$ cat config.mk
export PLATFORM = sky130hd
export DESIGN_NAME = four_level_page_table_walker
export DESIGN_NICKNAME = d
export VERILOG_FILES = /design/src/fwp_pkg.sv /design/src/fwp_front.sv /design/src/fwp_queue.sv /design/src/fwp_back.sv /design/src/four_level_page_table_walker.sv
export SDC_FILE = /design/constraint.sdc
export NUM_CORES = 1
export LEC_CHECK = 0
export BUFFER_PORTS_ARGS = -buffer_cell sky130_fd_sc_hd__buf_2
export CORE_ASPECT_RATIO = 1.75
export CORE_MARGIN = 2
export CORE_UTILIZATION = 59
export DETAILED_ROUTE_END_ITERATION = 10
export GPL_ROUTABILITY_DRIVEN = 0
export PLACE_DENSITY = 0.82
export SLEW_MARGIN = 30
export SYNTH_ARGS = -nofsm -noshare
export SYNTH_HDL_FRONTEND = slang
export SYNTH_SLANG_ARGS = --single-unit
$ cat constraint.sdc
create_clock -name clk -period 12.2 [get_ports clk]
set_input_delay 2.44 -clock clk [delete_from_list [all_inputs] [get_ports clk]]
set_output_delay 2.44 -clock clk [all_outputs]
set_load 0.01 [all_outputs]
$ cat src/fwp_pkg.sv
package fwp_pkg;

  // Input commands
  localparam logic CMD_TRANSLATE = 1'b0;
  localparam logic CMD_READ_DATA = 1'b1;

  // Result kinds
  localparam logic KIND_READ_REQ = 1'b0;
  localparam logic KIND_DONE     = 1'b1;

  // Configuration register indexes
  localparam int  CFG_ADDR_W    = 1;
  localparam logic [CFG_ADDR_W-1:0] REG_ROOT_BASE  = 1'd0;
  localparam logic [CFG_ADDR_W-1:0] REG_DIRECT_MAP = 1'd1;

  // Address layout
  localparam int VA_W      = 48;
  localparam int PAGE_BITS = 12;
  localparam int IDX_BITS  = 9;
  localparam int PTE_SHIFT = 3;

  // Job queue between front and back
  localparam int QUEUE_DEPTH = 2;
  localparam int QPTR_W      = 1;
  localparam int QCNT_W      = 2;

  typedef struct packed {
    logic        command;
    logic [63:0] virtual_address;
    logic [63:0] read_data;
  } fwp_in_t;

  typedef struct packed {
    logic        result_kind;
    logic [63:0] out_address;
    logic        passed_through;
  } fwp_out_t;

  // One queued result: the back adds the two operands
  typedef struct packed {
    logic        result_kind;
    logic        passed_through;
    logic [63:0] opnd_a;
    logic [63:0] opnd_b;
  } fwp_job_t;

endpackage

$ cat src/fwp_front.sv
module fwp_front #(
  parameter int LEVELS = 4
) (
  input  logic                            clk,
  input  logic                            rst_n,
  input  logic                            in_valid,
  input  fwp_pkg::fwp_in_t                in_data,
  output logic                            in_stall,
  input  logic                            cfg_we,
  input  logic [fwp_pkg::CFG_ADDR_W-1:0]  cfg_addr,
  input  logic [63:0]                     cfg_wdata,
  input  logic                            q_full,
  output logic                            q_push,
  output fwp_pkg::fwp_job_t               q_job
);

  localparam int LVL_W = $clog2(LEVELS);

  logic [63:0]              root_base_r;
  logic [63:0]              direct_map_r;
  logic                     busy_r, busy_nxt;
  logic [LVL_W-1:0]         level_r, level_nxt;
  logic [fwp_pkg::VA_W-1:0] saved_r, saved_nxt;

  logic                     in_accept;
  logic                     high_set;
  logic                     last_level;
  logic [63:0]              frame;
  logic [8:0]               root_idx;
  logic [8:0]               next_idx;

  // Table index of one level: bits above the 48-bit address read as zero
  function automatic logic [8:0] level_index(input logic [fwp_pkg::VA_W-1:0] addr,
                                             input logic [LVL_W-1:0] lvl);
    logic [fwp_pkg::VA_W-1:0] tmp;
    logic [8:0]               idx;
    idx = '0;
    for (int l = 0; l < LEVELS; l++) begin
      if (lvl == LVL_W'(l)) begin
        tmp = addr >> (fwp_pkg::PAGE_BITS + fwp_pkg::IDX_BITS * (LEVELS - 1 - l));
        idx = tmp[8:0];
      end
    end
    return idx;
  endfunction

  assign in_stall   = q_full;
  assign in_accept  = in_valid && !in_stall;
  assign high_set   = |in_data.virtual_address[63:fwp_pkg::VA_W];
  assign last_level = (level_r == LVL_W'(LEVELS - 1));
  assign frame      = {in_data.read_data[63:fwp_pkg::PAGE_BITS], {fwp_pkg::PAGE_BITS{1'b0}}};
  assign root_idx   = level_index(in_data.virtual_address[fwp_pkg::VA_W-1:0], '0);
  assign next_idx   = level_index(saved_r, level_r + LVL_W'(1));

  // Configuration registers
  always_ff @(posedge clk) begin
    if (!rst_n) begin
      root_base_r  <= '0;
      direct_map_r <= '0;
    end else if (cfg_we) begin
      case (cfg_addr)
        fwp_pkg::REG_ROOT_BASE:  root_base_r  <= cfg_wdata;
        fwp_pkg::REG_DIRECT_MAP: direct_map_r <= cfg_wdata;
        default: ;
      endcase
    end
  end

  // Classify the beat and build the job for the back
  always_comb begin
    busy_nxt  = busy_r;
    level_nxt = level_r;
    saved_nxt = saved_r;
    q_push    = 1'b0;
    q_job     = '0;
    if (in_accept) begin
      if (in_data.command == fwp_pkg::CMD_TRANSLATE) begin
        if (!busy_r) begin
          q_push = 1'b1;
          if (high_set) begin
            q_job.result_kind    = fwp_pkg::KIND_DONE;
            q_job.passed_through = 1'b1;
            q_job.opnd_a         = in_data.virtual_address;
          end else begin
            q_job.result_kind = fwp_pkg::KIND_READ_REQ;
            q_job.opnd_a      = root_base_r;
            q_job.opnd_b      = {52'd0, root_idx, {fwp_pkg::PTE_SHIFT{1'b0}}};
            busy_nxt          = 1'b1;
            level_nxt         = '0;
            saved_nxt         = in_data.virtual_address[fwp_pkg::VA_W-1:0];
          end
        end
      end else if (busy_r) begin
        q_push = 1'b1;
        if (last_level) begin
          // final entry: frame plus page offset, moved into the direct map
          q_job.result_kind = fwp_pkg::KIND_DONE;
          q_job.opnd_a      = frame | {52'd0, saved_r[fwp_pkg::PAGE_BITS-1:0]};
          q_job.opnd_b      = direct_map_r;
          busy_nxt          = 1'b0;
          level_nxt         = '0;
        end else begin
          q_job.result_kind = fwp_pkg::KIND_READ_REQ;
          q_job.opnd_a      = frame;
          q_job.opnd_b      = {52'd0, next_idx, {fwp_pkg::PTE_SHIFT{1'b0}}};
          level_nxt         = level_r + LVL_W'(1);
        end
      end
    end
  end

  // Walk state
  always_ff @(posedge clk) begin
    if (!rst_n) begin
      busy_r  <= 1'b0;
      level_r <= '0;
      saved_r <= '0;
    end else begin
      busy_r  <= busy_nxt;
      level_r <= level_nxt;
      saved_r <= saved_nxt;
    end
  end

`ifndef SYNTH
  a_idle_level_zero: assert property (@(posedge clk) disable iff (!rst_n)
    !busy_r |-> level_r == '0)
    else $error("walk level nonzero while idle");

  a_translate_busy_ignored: assert property (@(posedge clk) disable iff (!rst_n)
    in_accept && in_data.command == fwp_pkg::CMD_TRANSLATE && busy_r |-> !q_push)
    else $error("translate during walk produced a job");

  a_no_push_full: assert property (@(posedge clk) disable iff (!rst_n)
    q_push |-> !q_full)
    else $error("job pushed into full queue");

  a_last_level_ends: assert property (@(posedge clk) disable iff (!rst_n)
    in_accept && in_data.command == fwp_pkg::CMD_READ_DATA && busy_r && last_level
    |=> !busy_r)
    else $error("walk did not end after last entry");
`endif

endmodule

$ cat src/fwp_queue.sv
module fwp_queue (
  input  logic              clk,
  input  logic              rst_n,
  input  logic              push,
  input  fwp_pkg::fwp_job_t push_job,
  output logic              full,
  input  logic              pop,
  output logic              valid,
  output fwp_pkg::fwp_job_t pop_job
);

  fwp_pkg::fwp_job_t              mem_r [fwp_pkg::QUEUE_DEPTH];
  logic [fwp_pkg::QPTR_W-1:0]     wr_ptr_r;
  logic [fwp_pkg::QPTR_W-1:0]     rd_ptr_r;
  logic [fwp_pkg::QCNT_W-1:0]     count_r, count_nxt;
  logic                           do_pop;

  assign full    = (count_r == fwp_pkg::QCNT_W'(fwp_pkg::QUEUE_DEPTH));
  assign valid   = (count_r != '0);
  assign do_pop  = pop && valid;
  assign pop_job = mem_r[rd_ptr_r];

  // Entry storage
  always_ff @(posedge clk) begin
    if (push) begin
      mem_r[wr_ptr_r] <= push_job;
    end
  end

  always_comb begin
    count_nxt = count_r;
    case ({push, do_pop})
      2'b10:   count_nxt = count_r + fwp_pkg::QCNT_W'(1);
      2'b01:   count_nxt = count_r - fwp_pkg::QCNT_W'(1);
      default: count_nxt = count_r;
    endcase
  end

  // Pointers and fill level
  always_ff @(posedge clk) begin
    if (!rst_n) begin
      wr_ptr_r <= '0;
      rd_ptr_r <= '0;
      count_r  <= '0;
    end else begin
      if (push) begin
        wr_ptr_r <= wr_ptr_r + fwp_pkg::QPTR_W'(1);
      end
      if (do_pop) begin
        rd_ptr_r <= rd_ptr_r + fwp_pkg::QPTR_W'(1);
      end
      count_r <= count_nxt;
    end
  end

endmodule

$ cat src/fwp_back.sv
module fwp_back (
  input  logic              clk,
  input  logic              rst_n,
  input  logic              q_valid,
  input  fwp_pkg::fwp_job_t q_job,
  output logic              q_pop,
  output logic              out_valid,
  output fwp_pkg::fwp_out_t out_data,
  input  logic              out_stall
);

  logic              out_valid_r;
  fwp_pkg::fwp_out_t out_data_r, out_data_nxt;

  assign q_pop     = q_valid && (!out_valid_r || !out_stall);
  assign out_valid = out_valid_r;
  assign out_data  = out_data_r;

  // Address adder: base plus index, final address plus direct map, or a passed-through address plus zero
  always_comb begin
    out_data_nxt.result_kind    = q_job.result_kind;
    out_data_nxt.passed_through = q_job.passed_through;
    out_data_nxt.out_address    = q_job.opnd_a + q_job.opnd_b;
  end

  always_ff @(posedge clk) begin
    if (!rst_n) begin
      out_valid_r <= 1'b0;
    end else if (q_pop) begin
      out_valid_r <= 1'b1;
    end else if (!out_stall) begin
      out_valid_r <= 1'b0;
    end
  end

  always_ff @(posedge clk) begin
    if (q_pop) begin
      out_data_r <= out_data_nxt;
    end
  end

endmodule

$ cat src/four_level_page_table_walker.sv
// Page table walker. Accepts one beat per cycle on the input channel:
// translate commands and memory read data. A translate with any of bits
// 63:48 set comes back unchanged with passed_through set; otherwise the
// block emits a read request for the root entry and then, for each read
// data beat, either the next level's read request or, after LEVELS
// entries, the translated address plus the direct-map offset. Every beat
// that produces a result passes first through the two-entry job queue and
// then through the output register with its 64-bit adder; a beat that
// does not fit the walk state is dropped. A full walk takes LEVELS memory
// round trips, so its length is set by the external memory latency. Input
// stalls only while the job queue is full. No clearing pass follows reset.
module four_level_page_table_walker #(
  parameter int LEVELS = 4
) (
  input  logic                           clk,
  input  logic                           rst_n,
  input  logic                           in_valid,
  input  fwp_pkg::fwp_in_t               in_data,
  output logic                           in_stall,
  output logic                           out_valid,
  output fwp_pkg::fwp_out_t              out_data,
  input  logic                           out_stall,
  input  logic                           cfg_we,
  input  logic [fwp_pkg::CFG_ADDR_W-1:0] cfg_addr,
  input  logic [63:0]                    cfg_wdata
);

  logic              q_push;
  logic              q_full;
  logic              q_pop;
  logic              q_valid;
  fwp_pkg::fwp_job_t push_job;
  fwp_pkg::fwp_job_t pop_job;

  fwp_front #(
    .LEVELS (LEVELS)
  ) u_front (
    .clk       (clk),
    .rst_n     (rst_n),
    .in_valid  (in_valid),
    .in_data   (in_data),
    .in_stall  (in_stall),
    .cfg_we    (cfg_we),
    .cfg_addr  (cfg_addr),
    .cfg_wdata (cfg_wdata),
    .q_full    (q_full),
    .q_push    (q_push),
    .q_job     (push_job)
  );

  fwp_queue u_queue (
    .clk      (clk),
    .rst_n    (rst_n),
    .push     (q_push),
    .push_job (push_job),
    .full     (q_full),
    .pop      (q_pop),
    .valid    (q_valid),
    .pop_job  (pop_job)
  );

  fwp_back u_back (
    .clk       (clk),
    .rst_n     (rst_n),
    .q_valid   (q_valid),
    .q_job     (pop_job),
    .q_pop     (q_pop),
    .out_valid (out_valid),
    .out_data  (out_data),
    .out_stall (out_stall)
  );

endmodule
==> results.toml, run 1 <==
[synth]
sequential_fraction_of_the_synthesis_area_pct = 56.1
post_synth_edffs = 326
yosysTopAreaCell = "sky130_fd_sc_hd__edfxtp_1"
yosysWarningCount = 0
synthCells = 2209
post_synth_instance_area_um2 = 24000
yosys_most_used_dff = "sky130_fd_sc_hd__edfxtp_1"
asyncSetResetFlopFracSynth_pct = 0
synth.lib_cells_used.distinct = 71
postSynthNetCount = 2478
synthTopCellsByArea = "sky130_fd_sc_hd__edfxtp_1, sky130_fd_sc_hd__dfxtp_1, sky130_fd_sc_hd__nand2_1, sky130_fd_sc_hd__mux2_2, sky130_fd_sc_hd__a21boi_0"
post_synth.cell_area_avg_um2 = 10.9
ys_ff_latch = 511
synth_top_area_share_pct = 40.7

[critical_path]
critical_path.reg2reg.endpoint = "u_back.out_data[57]"
timing.reg2reg.worst_path_depth = 14
cp.required_ps = 12490
critical_path.slowest_cell = "sky130_fd_sc_hd__dfxtp_4"
worst_setup_path_start_kind = "register"
crit_fanout = 68
cpPeakStageDelay_ps = 930
worst-setup-path-type = "reg2reg"
timing.critical_path.to = "u_back.out_data[57]"
crit_arrival_ps = 6410
worstPathCellList = "buf_4, mux2_2, ha_1, fa_1, a21o_2, a221oi_2, a21oi_1, o311a_1, o21ai_2, nand2b_4, a32oi_1, o21bai_1, a21boi_0, xnor2_1"
worst_setup_path_end_kind = "register"
r2r_slack_ps = 6080

[clock_network]
post_cts_hold_buffer_count = 0
cts_max_level = 2
post_cts.repair.setup_buffers = 0
cts_max_path_buffers = 3
numCtsBuffers = 45
tritoncts = "done"
cts.sink_count = 511
clock_insertion_delay_at_the_later_pin_of_the_skew_report_ps = 560
ctsRootBufferMaster = "sky130_fd_sc_hd__clkbuf_16"
register_clock_pin_slew_on_the_reported_worst_setup_and_hold_paths_ps = 60
cts.repair.resized = 0

[pwr]
irDropWorstVdd_v = 0.000121
total_leakage_power_nw = 10.4
powerDensity_nw_per_um2 = 197

[timing]
fin_worst_skew_ps = 23.8
max_freq_ghz = 0.163
finalSetupViolCount = 0
period_minus_slack_ps = 6120
finalWorstSetupSlack_ps = 6080
slew-limit-headroom_pct = 36.0
hold_violations = 0
grt_setup_unrepaired = "no"
worstMarginPinSlew_ps = 959
finalSetupTns_ps = 0
post-route-period-util_pct = 50.1
finalHoldWorstSlack_ps = 458
slew_violations = 0

[die]
initial_core_util_pct = 59.8
fp.coreArea_um2 = 40200
io_pins = 267
die_height_um = 271
design.die.area_um2 = 42400
dieWidth_um = 157
num_rows = 97

[placement]
dpl_worst_slack_ps = 6200
portBuffers = 254
detailed_place_hpwl_um = 44500

[layout]
syn2layout_area_growth_pct = 13.7
layout-drive-gt1-share_pct = 21.5
multi_input_comb_area_um2 = 9810
layout.filler_cells = 2944
post-route-util_pct = 68.0
sequential_cell_area_um2 = 13500
final_nets = 2663

[route]
post_drt_wl_per_cell_um = 21.7
route.vias.total = 18100
initialDrtViolationCount = 1924
finalWirelength_um = 64600
vias_per_cell = 6.09
drt_first_pass_iters = 11
ant_nets = 0
drc = 8

[run_status]
status = "complete, but fails checks"
violations = "DRC"

[global_routing]
global_route_wire_length_before_repair_um = 97200
grt_antenna_before_repair = 1
grt_pass1_vias = 18500
grt_max_degree = 106
grt-ovfl-total = 0
grtUsageTotal_pct = 29.8

[worst_hold_path]
min_path_type = "reg2reg"

[job]
max-cap-violations = 0
==> how the worst min path moves through the flow <==
stage / from / endpoint / slack (ps) / depth (start not counted)
after floorplan: u_front.direct_map_r[0] / u_front.direct_map_r[0] / 440 / 2
after detailed placement: u_front.direct_map_r[35] / u_front.direct_map_r[35] / 450 / 2
after global routing: u_front.direct_map_r[45] / u_front.direct_map_r[45] / 480 / 2
after CTS: u_front.direct_map_r[26] / u_front.direct_map_r[26] / 460 / 2
after global placement: u_front.direct_map_r[39] / u_front.direct_map_r[39] / 450 / 2
final: u_front.direct_map_r[48] / u_front.direct_map_r[48] / 460 / 2
==> worst max-delay path, delay by kind of cell, from the launching register on <==
kind | cells | cell delay [ps]
AOI/OAI and AO/OA | 8 | 2560
DFF | 1 | 930
buffers and inverters | 1 | 800
adders and majority gates | 2 | 720
muxes | 1 | 430
and+or+nand+nor | 1 | 150
xor gates and xnor gates | 1 | 90
==> cell families (layout without fill, tap and decap cells) <==
| family | Yosys count | after routing | synth area share, % |
|---|---|---|---|
| AOI/OAI and AO/OA | 521 | 521 | 15.5 |
| xor gates and xnor gates | 61 | 61 | 2.22 |
| adders and majority gates | 70 | 70 | 3.68 |
| buffers and inverters | 212 | 434 | 3.32 |
| DFF | 511 | 511 | 56.1 |
| muxes | 142 | 142 | 6.65 |
| other | 0 | 1 | 0 |
| and+or+nand+nor | 692 | 692 | 12.5 |
==> stage by stage <==
stage | instance area (um2) | cells | total power [mW]
after floorplan | 24000 | 2209 | 3.36
after global placement | 25700 | 2888 | 3.82
after detailed placement | 25700 | 2890 | 3.88
after CTS | 27300 | 2974 | 5.36
after global routing | 27300 | 2976 | 5.58
final | 27300 | 2976 | 5.37
==> Yosys cell counts (2+ instances only) <==
library cell / n
sky130_fd_sc_hd__a21o_1: 28
sky130_fd_sc_hd__nand3_1: 23
sky130_fd_sc_hd__clkbuf_1: 126
sky130_fd_sc_hd__nor3b_1: 2
sky130_fd_sc_hd__a211oi_1: 5
sky130_fd_sc_hd__dfxtp_1: 185
sky130_fd_sc_hd__and2_1: 64
sky130_fd_sc_hd__mux2_2: 141
sky130_fd_sc_hd__nor2b_1: 9
sky130_fd_sc_hd__o31a_1: 3
sky130_fd_sc_hd__or2_2: 2
sky130_fd_sc_hd__o31ai_1: 4
sky130_fd_sc_hd__nand4_1: 19
sky130_fd_sc_hd__a21oi_1: 114
sky130_fd_sc_hd__xor2_1: 23
sky130_fd_sc_hd__o21a_1: 5
sky130_fd_sc_hd__nor2_1: 95
sky130_fd_sc_hd__nand2b_1: 10
sky130_fd_sc_hd__nor4_1: 6
sky130_fd_sc_hd__inv_1: 75
sky130_fd_sc_hd__o21ai_1: 2
sky130_fd_sc_hd__ha_1: 69
sky130_fd_sc_hd__a22oi_1: 14
sky130_fd_sc_hd__and3_1: 6
sky130_fd_sc_hd__a41oi_1: 4
sky130_fd_sc_hd__a221oi_1: 5
sky130_fd_sc_hd__nor3_1: 8
sky130_fd_sc_hd__xnor2_1: 38
sky130_fd_sc_hd__or3_1: 6
sky130_fd_sc_hd__a21boi_0: 182
sky130_fd_sc_hd__o21ai_0: 47
sky130_fd_sc_hd__or4_1: 2
sky130_fd_sc_hd__a221o_1: 2
sky130_fd_sc_hd__a21o_2: 3
sky130_fd_sc_hd__o211a_1: 2
sky130_fd_sc_hd__nand2_1: 432
sky130_fd_sc_hd__edfxtp_1: 326
sky130_fd_sc_hd__o31a_2: 2
sky130_fd_sc_hd__a31oi_1: 7
sky130_fd_sc_hd__o21bai_1: 20
sky130_fd_sc_hd__buf_1: 10
sky130_fd_sc_hd__a222oi_1: 52
sky130_fd_sc_hd__o211ai_1: 3
==> power by group <==
part	internal [mW]	total, mW	switching (mW)
registers	2.14	2.23	0.0975
clock network	0.861	1.49	0.626
logic	0.658	1.65	0.996
==> state kept, by name, indices dropped and copies added, names as in the netlist, 2 cells and up, named ones only <==
name	count
u_front.direct_map_r	64
u_back.out_data	66
u_front.saved_r	48
u_queue.count_r	2
u_queue.mem_r	260
u_front.level_r	2
u_front.root_base_r	64
==> area by class of cell <==
class	count	area share, %
flip-flops and latches	511	49.4
multi-input cells	1486	35.9
well taps	544	2.49
clock inverters	22	0.888
inverters	75	1.03
repair buffers	275	5.47
clock buffers	62	4.80
diodes	1	0.00916
==> layer usage <==
layer  vias to the layer above  share of wire [%]  GRT usage, %
li1                       8287                  -             -
met1                      8570                 34          32.5
met2                      1002                 50          52.4
met3                       279                6.9          3.70
met4                         0                8.4          22.3
met5                         -                  0             0
==> cell usage in the layout (no fill, tap or decap), types with 23 or more instances in the layout <==
cell type and count:
sky130_fd_sc_hd__nand2_1 431, sky130_fd_sc_hd__edfxtp_1 326, sky130_fd_sc_hd__buf_2 253, sky130_fd_sc_hd__dfxtp_1 184, sky130_fd_sc_hd__a21boi_0 182, sky130_fd_sc_hd__mux2_2 141, sky130_fd_sc_hd__a21oi_1 113, sky130_fd_sc_hd__nor2_1 93
sky130_fd_sc_hd__inv_1 75, sky130_fd_sc_hd__ha_1 69, sky130_fd_sc_hd__and2_1 63, sky130_fd_sc_hd__a222oi_1 52, sky130_fd_sc_hd__o21ai_0 47, sky130_fd_sc_hd__clkbuf_16 47, sky130_fd_sc_hd__xnor2_1 38, sky130_fd_sc_hd__a21o_1 28
sky130_fd_sc_hd__xor2_1 23, sky130_fd_sc_hd__nand3_1 23
No activity file was read; power rests on OpenSTA's default activity.
==> inputs of run 2 (changes only) <==
clock period = 5.7 ns   (was 12.2 ns; I/O delays follow)
==> run 2 against run 1 <==
Compared with the run above:
- the run still ends with DRC left
- clock skew decreased by 12 ps
- via count down 0.31%
- maximum frequency is 32% higher
- critical path type unchanged
- critical endpoint unchanged
- largest cell class unchanged
==> results.toml, run 2 (synthesis gave the netlist of run 1 again) <==
[timing]
slew_violations = 0
worstMarginPinSlew_ps = 908
hold_violations = 0
finalSetupViolCount = 0
finalHoldWorstSlack_ps = 462
grt_setup_unrepaired = "no"
post-route-period-util_pct = 81.3
finalSetupTns_ps = 0
max_freq_ghz = 0.216
finalWorstSetupSlack_ps = 1070
period_minus_slack_ps = 4630
fin_worst_skew_ps = 12.2
slew-limit-headroom_pct = 39.5

[critical_path]
worst_setup_path_end_kind = "register"
timing.reg2reg.worst_path_depth = 13
critical_path.n_buffers_inverters = 1
path_delay_family = "compound AO/OA/AOI/OAI gates"
cpPeakStageDelay_ps = 450
crit_arrival_ps = 4930
r2r_slack_ps = 1070
worstPathCellList = "buf_4, mux2_2, ha_1, and3_1, a221oi_2, a21oi_1, o311a_1, o21ai_2, nand2b_4, a32oi_1, o21bai_1, a21boi_0, xnor2_1"
cp.required_ps = 6000
worst_setup_path_start_kind = "register"
critical_path.reg2reg.endpoint = "u_back.out_data[57]"
crit_fanout = 38
worst-setup-path-type = "reg2reg"
worst-path-stages = 13
critical_path.slowest_cell = "sky130_fd_sc_hd__buf_4"

[worst_hold_path]
min_path_type = "reg2reg"
holdCritStartpoint = "u_front.direct_map_r[24]"
timing.hold.worst_path_depth = 2
worst_hold_path.endpoint = "u_front.direct_map_r[24]"

[pwr]
irDropWorstVdd_v = 0.000254
powerDensity_nw_per_um2 = 415
total_leakage_power_nw = 10.3
report.power.total_mw = 11.3

[die]
fp.coreArea_um2 = 40200
io_pins = 267
dieWidth_um = 157
num_rows = 97
die_height_um = 271
design.die.area_um2 = 42400
initial_core_util_pct = 59.8

[clock_network]
ctsRootBufferMaster = "sky130_fd_sc_hd__clkbuf_16"
clock_insertion_delay_at_the_later_pin_of_the_skew_report_ps = 560
cts_max_level = 2
cts_max_path_buffers = 3
register_clock_pin_slew_on_the_reported_worst_setup_and_hold_paths_ps = 70
post_cts_hold_buffer_count = 0
cts.sink_count = 511
cts.repair.resized = 0
numCtsBuffers = 43
post_cts.repair.setup_buffers = 0
tritoncts = "done"

[layout]
largest_reg_flops = 260
layout.cells.most_common_list = "sky130_fd_sc_hd__nand2_1, sky130_fd_sc_hd__edfxtp_1, sky130_fd_sc_hd__buf_2"
post-route-util_pct = 67.5
final_design_area_no_fill_um2 = 27100
mostFrequentLayoutCell = "sky130_fd_sc_hd__nand2_1"
syn2layout_area_growth_pct = 12.8
antenna_cells_inserted = 0
layout-drive-gt1-share_pct = 21.1
final_nets = 2659
regMostFlops = "u_queue.mem_r"
instances_no_fill = 2967

[global_routing]
global_route_wire_length_before_repair_um = 97100
grtUsageTotal_pct = 29.7
grt_max_degree = 131
grt_antenna_before_repair = 0
grt_pass1_vias = 18500
grt-ovfl-total = 0

[placement]
dpl-instance-area_um2 = 25700
portBuffers = 254
detailed_place_hpwl_um = 43900
place_inst = 2889
dpl_worst_slack_ps = 1170

[route]
route.vias.total = 18100
finalWirelength_um = 63700
vias_per_cell = 6.09
initialDrtViolationCount = 1903
drt_first_pass_iters = 11
post_drt_wl_per_cell_um = 21.5
ant_nets = 0
drc = 1

[run_status]
violations = "DRC"
status = "complete, but fails checks"

[job]
max-cap-violations = 0
## run 2: power by group
group          total, mW  switching, mW  leakage (nW)  internal, mW
clock network       2.93           1.30         0.675          1.63
registers           4.74          0.171          4.56          4.57
logic               3.59           2.17          5.08          1.42
total               11.3           3.64          10.3          7.62
## run 2: cell type report
type,count,area [um2]
Sequential cell,511,13500
Tap cell,544,681
Multi-Input combinational cell,1486,9820
Inverter,75,282
Clock inverter,14,131
Timing Repair Buffer,273,1450
Fill cell,2924,13100
Clock buffer,64,1260
## run 2: how the worst max path moves through the flow
stage / startpoint / slack (ps) / to
global placement: register / 1200 / u_back.out_data[57]
finish: register / 1070 / u_back.out_data[57]
detailed placement: register / 1170 / u_back.out_data[43]
CTS: register / 1160 / u_back.out_data[43]
global route: register / 880 / u_back.out_data[57]
floorplan: in_data[128] / -350 / u_queue.mem_r[0][0]
## run 2: routing by layer
metal | GRT usage (%) | wire length [um]
met1 | 32.1 | 21800
met2 | 52.8 | 32700
met3 | 3.89 | 4140
met4 | 20.8 | 5090
met5 | 0 | 0
## run 2: worst reg2reg max path, stage by stage, from the launching register on
cell and delay, ps:
sky130_fd_sc_hd__dfxtp_4 440, sky130_fd_sc_hd__buf_4 450, sky130_fd_sc_hd__mux2_2 410, sky130_fd_sc_hd__ha_1 390
sky130_fd_sc_hd__and3_1 230, sky130_fd_sc_hd__a221oi_2 360, sky130_fd_sc_hd__a21oi_1 180, sky130_fd_sc_hd__o311a_1 440
sky130_fd_sc_hd__o21ai_2 350, sky130_fd_sc_hd__nand2b_4 140, sky130_fd_sc_hd__a32oi_1 400, sky130_fd_sc_hd__o21bai_1 180
sky130_fd_sc_hd__a21boi_0 310, sky130_fd_sc_hd__xnor2_1 100
==> inputs of run 3 (changes only) <==
CORE_UTILIZATION = 53   (was 59)
PLACE_DENSITY = 0.78   (was 0.82)
clock period = 3.7 ns   (was 5.7 ns; I/O delays follow)
==> run 3 against run 2 <==
Compared with the run above:
- the flow finishes with violations (setup timing)
- critical path depth rose by 1
- clock power rose by 58%
- sequential power grew 54%
- wire length rose by 7.9%
- sequential share of layout area fell by 4.0 points
- first-iteration DRC count shrank 10%
- non-clock buffer count up 181
- critical endpoint is now u_back.out_data[43]
==> results.toml, run 3 (synthesis gave the netlist of run 1 again) <==
[run_status]
status = "complete, but fails checks"
violations = "setup timing"

[timing]
finalSetupTns_ps = -192
fin_worst_skew_ps = 34.9
max_freq_ghz = 0.265
finalWorstSetupSlack_ps = -73.2
finalSetupViolCount = 6
post-route-period-util_pct = 102
period_minus_slack_ps = 3770
slew-limit-headroom_pct = 44.9
grt_setup_unrepaired = "yes"
hold_violations = 0
slew_violations = 0
worstMarginPinSlew_ps = 827

[critical_path]
crit_arrival_ps = 4100
worst_setup_path_end_kind = "register"
worst-setup-path-type = "reg2reg"
r2r_slack_ps = -70
critical_path.reg2reg.endpoint = "u_back.out_data[43]"
worst_setup_path_start_kind = "register"
cp.required_ps = 4020
crit_fanout = 6
timing.reg2reg.worst_path_depth = 14

[pwr]
powerDensity_nw_per_um2 = 657
total_leakage_power_nw = 11.4
report.power.total_mw = 19.4
irDropWorstVdd_v = 0.000371

[die]
dieWidth_um = 165
initial_core_util_pct = 53.4
die_height_um = 286
num_rows = 103
fp.coreArea_um2 = 45000
io_pins = 267
design.die.area_um2 = 47100

[clock_network]
tritoncts = "done"
clock_insertion_delay_at_the_later_pin_of_the_skew_report_ps = 580
numCtsBuffers = 44
register_clock_pin_slew_on_the_reported_worst_setup_and_hold_paths_ps = 70
ctsRootBufferMaster = "sky130_fd_sc_hd__clkbuf_16"
cts_max_level = 2
cts.sink_count = 511
cts_max_path_buffers = 3
post_cts_hold_buffer_count = 0

[layout]
post-route-util_pct = 65.6
largest_reg_flops = 260
regMostFlops = "u_queue.mem_r"
layout.cells.most_common_list = "sky130_fd_sc_hd__nand2_1, sky130_fd_sc_hd__edfxtp_1, sky130_fd_sc_hd__buf_2"
syn2layout_area_growth_pct = 22.8
instances_no_fill = 3185
mostFrequentLayoutCell = "sky130_fd_sc_hd__nand2_1"
final_nets = 2841
layout.filler_cells = 3268
layout-drive-gt1-share_pct = 29.8
antenna_cells_inserted = 0

[route]
drt_first_pass_iters = 9
route.vias.total = 18800
finalWirelength_um = 68700
ant_nets = 0
drc = 0
post_drt_wl_per_cell_um = 21.6
initialDrtViolationCount = 1712
vias_per_cell = 5.90

[global_routing]
global_route_wire_length_before_repair_um = 103000
grt_antenna_before_repair = 0
grt-ovfl-total = 0
grtUsageTotal_pct = 28.6
grt_pass1_vias = 19000
grt_max_degree = 186

[worst_hold_path]
worst_hold_path.endpoint = "u_front.root_base_r[17]"
timing.hold.worst_path_depth = 3
min_path_type = "in2reg"
holdCritStartpoint = "cfg_wdata[17]"

[placement]
place_inst = 3086
detailed_place_hpwl_um = 48200
portBuffers = 254

[job]
max-cap-violations = 0
## run 3: worst max-delay path by stage
stage                     endpoint
6_report       u_back.out_data[43]
5_1_grt        u_back.out_data[63]
4_1_cts        u_back.out_data[43]
3_5_place_dp   u_back.out_data[58]
3_3_place_gp   u_back.out_data[46]
2_1_floorplan   u_queue.count_r[1]
## run 3: routing by layer
layer,vias to the layer above,share of wire (%),wire length [um],track usage [%]
met1,8949,35,23800,32.1
met3,257,6.3,4320,3.29
met5,-,0,0,0
met2,917,52,35900,51.6
li1,8653,-,-,-
met4,0,6.8,4660,16.7
## run 3: where the power goes
part	leakage (nW)	internal [mW]	switching, mW	total, mW
Clock	0.701	2.56	2.06	4.62
Sequential	4.56	7.04	0.247	7.29
Combinational	6.17	3.47	3.99	7.46
Total	11.4	13.1	6.29	19.4
## run 3: repair_timing
item,in CTS,in global routing
buffers inserted,8,7
gates cloned,3,0
resized for setup,79,59
setup endpoints to repair,33,29
pin swaps,32,28
## run 3: critical path: stages (launching register included)
cell	delay, ps
sky130_fd_sc_hd__dfxtp_4	430
sky130_fd_sc_hd__buf_12	130
sky130_fd_sc_hd__mux2_4	310
sky130_fd_sc_hd__ha_4	170
sky130_fd_sc_hd__fa_2	350
sky130_fd_sc_hd__a21o_4	240
sky130_fd_sc_hd__a221oi_4	270
sky130_fd_sc_hd__a21oi_2	120
sky130_fd_sc_hd__o311a_4	410
sky130_fd_sc_hd__o21ai_4	210
sky130_fd_sc_hd__nand2b_4	100
sky130_fd_sc_hd__a21oi_4	170
sky130_fd_sc_hd__o221ai_4	140
sky130_fd_sc_hd__mux2_4	330
sky130_fd_sc_hd__and3_1	160
## run 3: layout make-up
type                       count  area (um2)  share of cell area (%)
sequential                   511       13500                    45.7
multi-input combinational   1486       10500                    35.7
timing repair buffer         454        3040                    10.3
clock buffer                  66        1290                    4.36
tap                          577         722                    2.45
inverter                      75         282                   0.954
clock inverter                16         143                   0.483
## run 3: stage by stage
| step | setup WS, ps | instance area, um2 | hold WS (ps) |
|---|---|---|---|
| after floorplan | 5.42 | 24100 | 439 |
| final | -73.2 | 29500 | 427 |
| after global placement | -284 | 27100 | 445 |
| after CTS | -30.7 | 29200 | 405 |
| after detailed placement | -413 | 27100 | 453 |
| after global routing | -170 | 29500 | 422 |
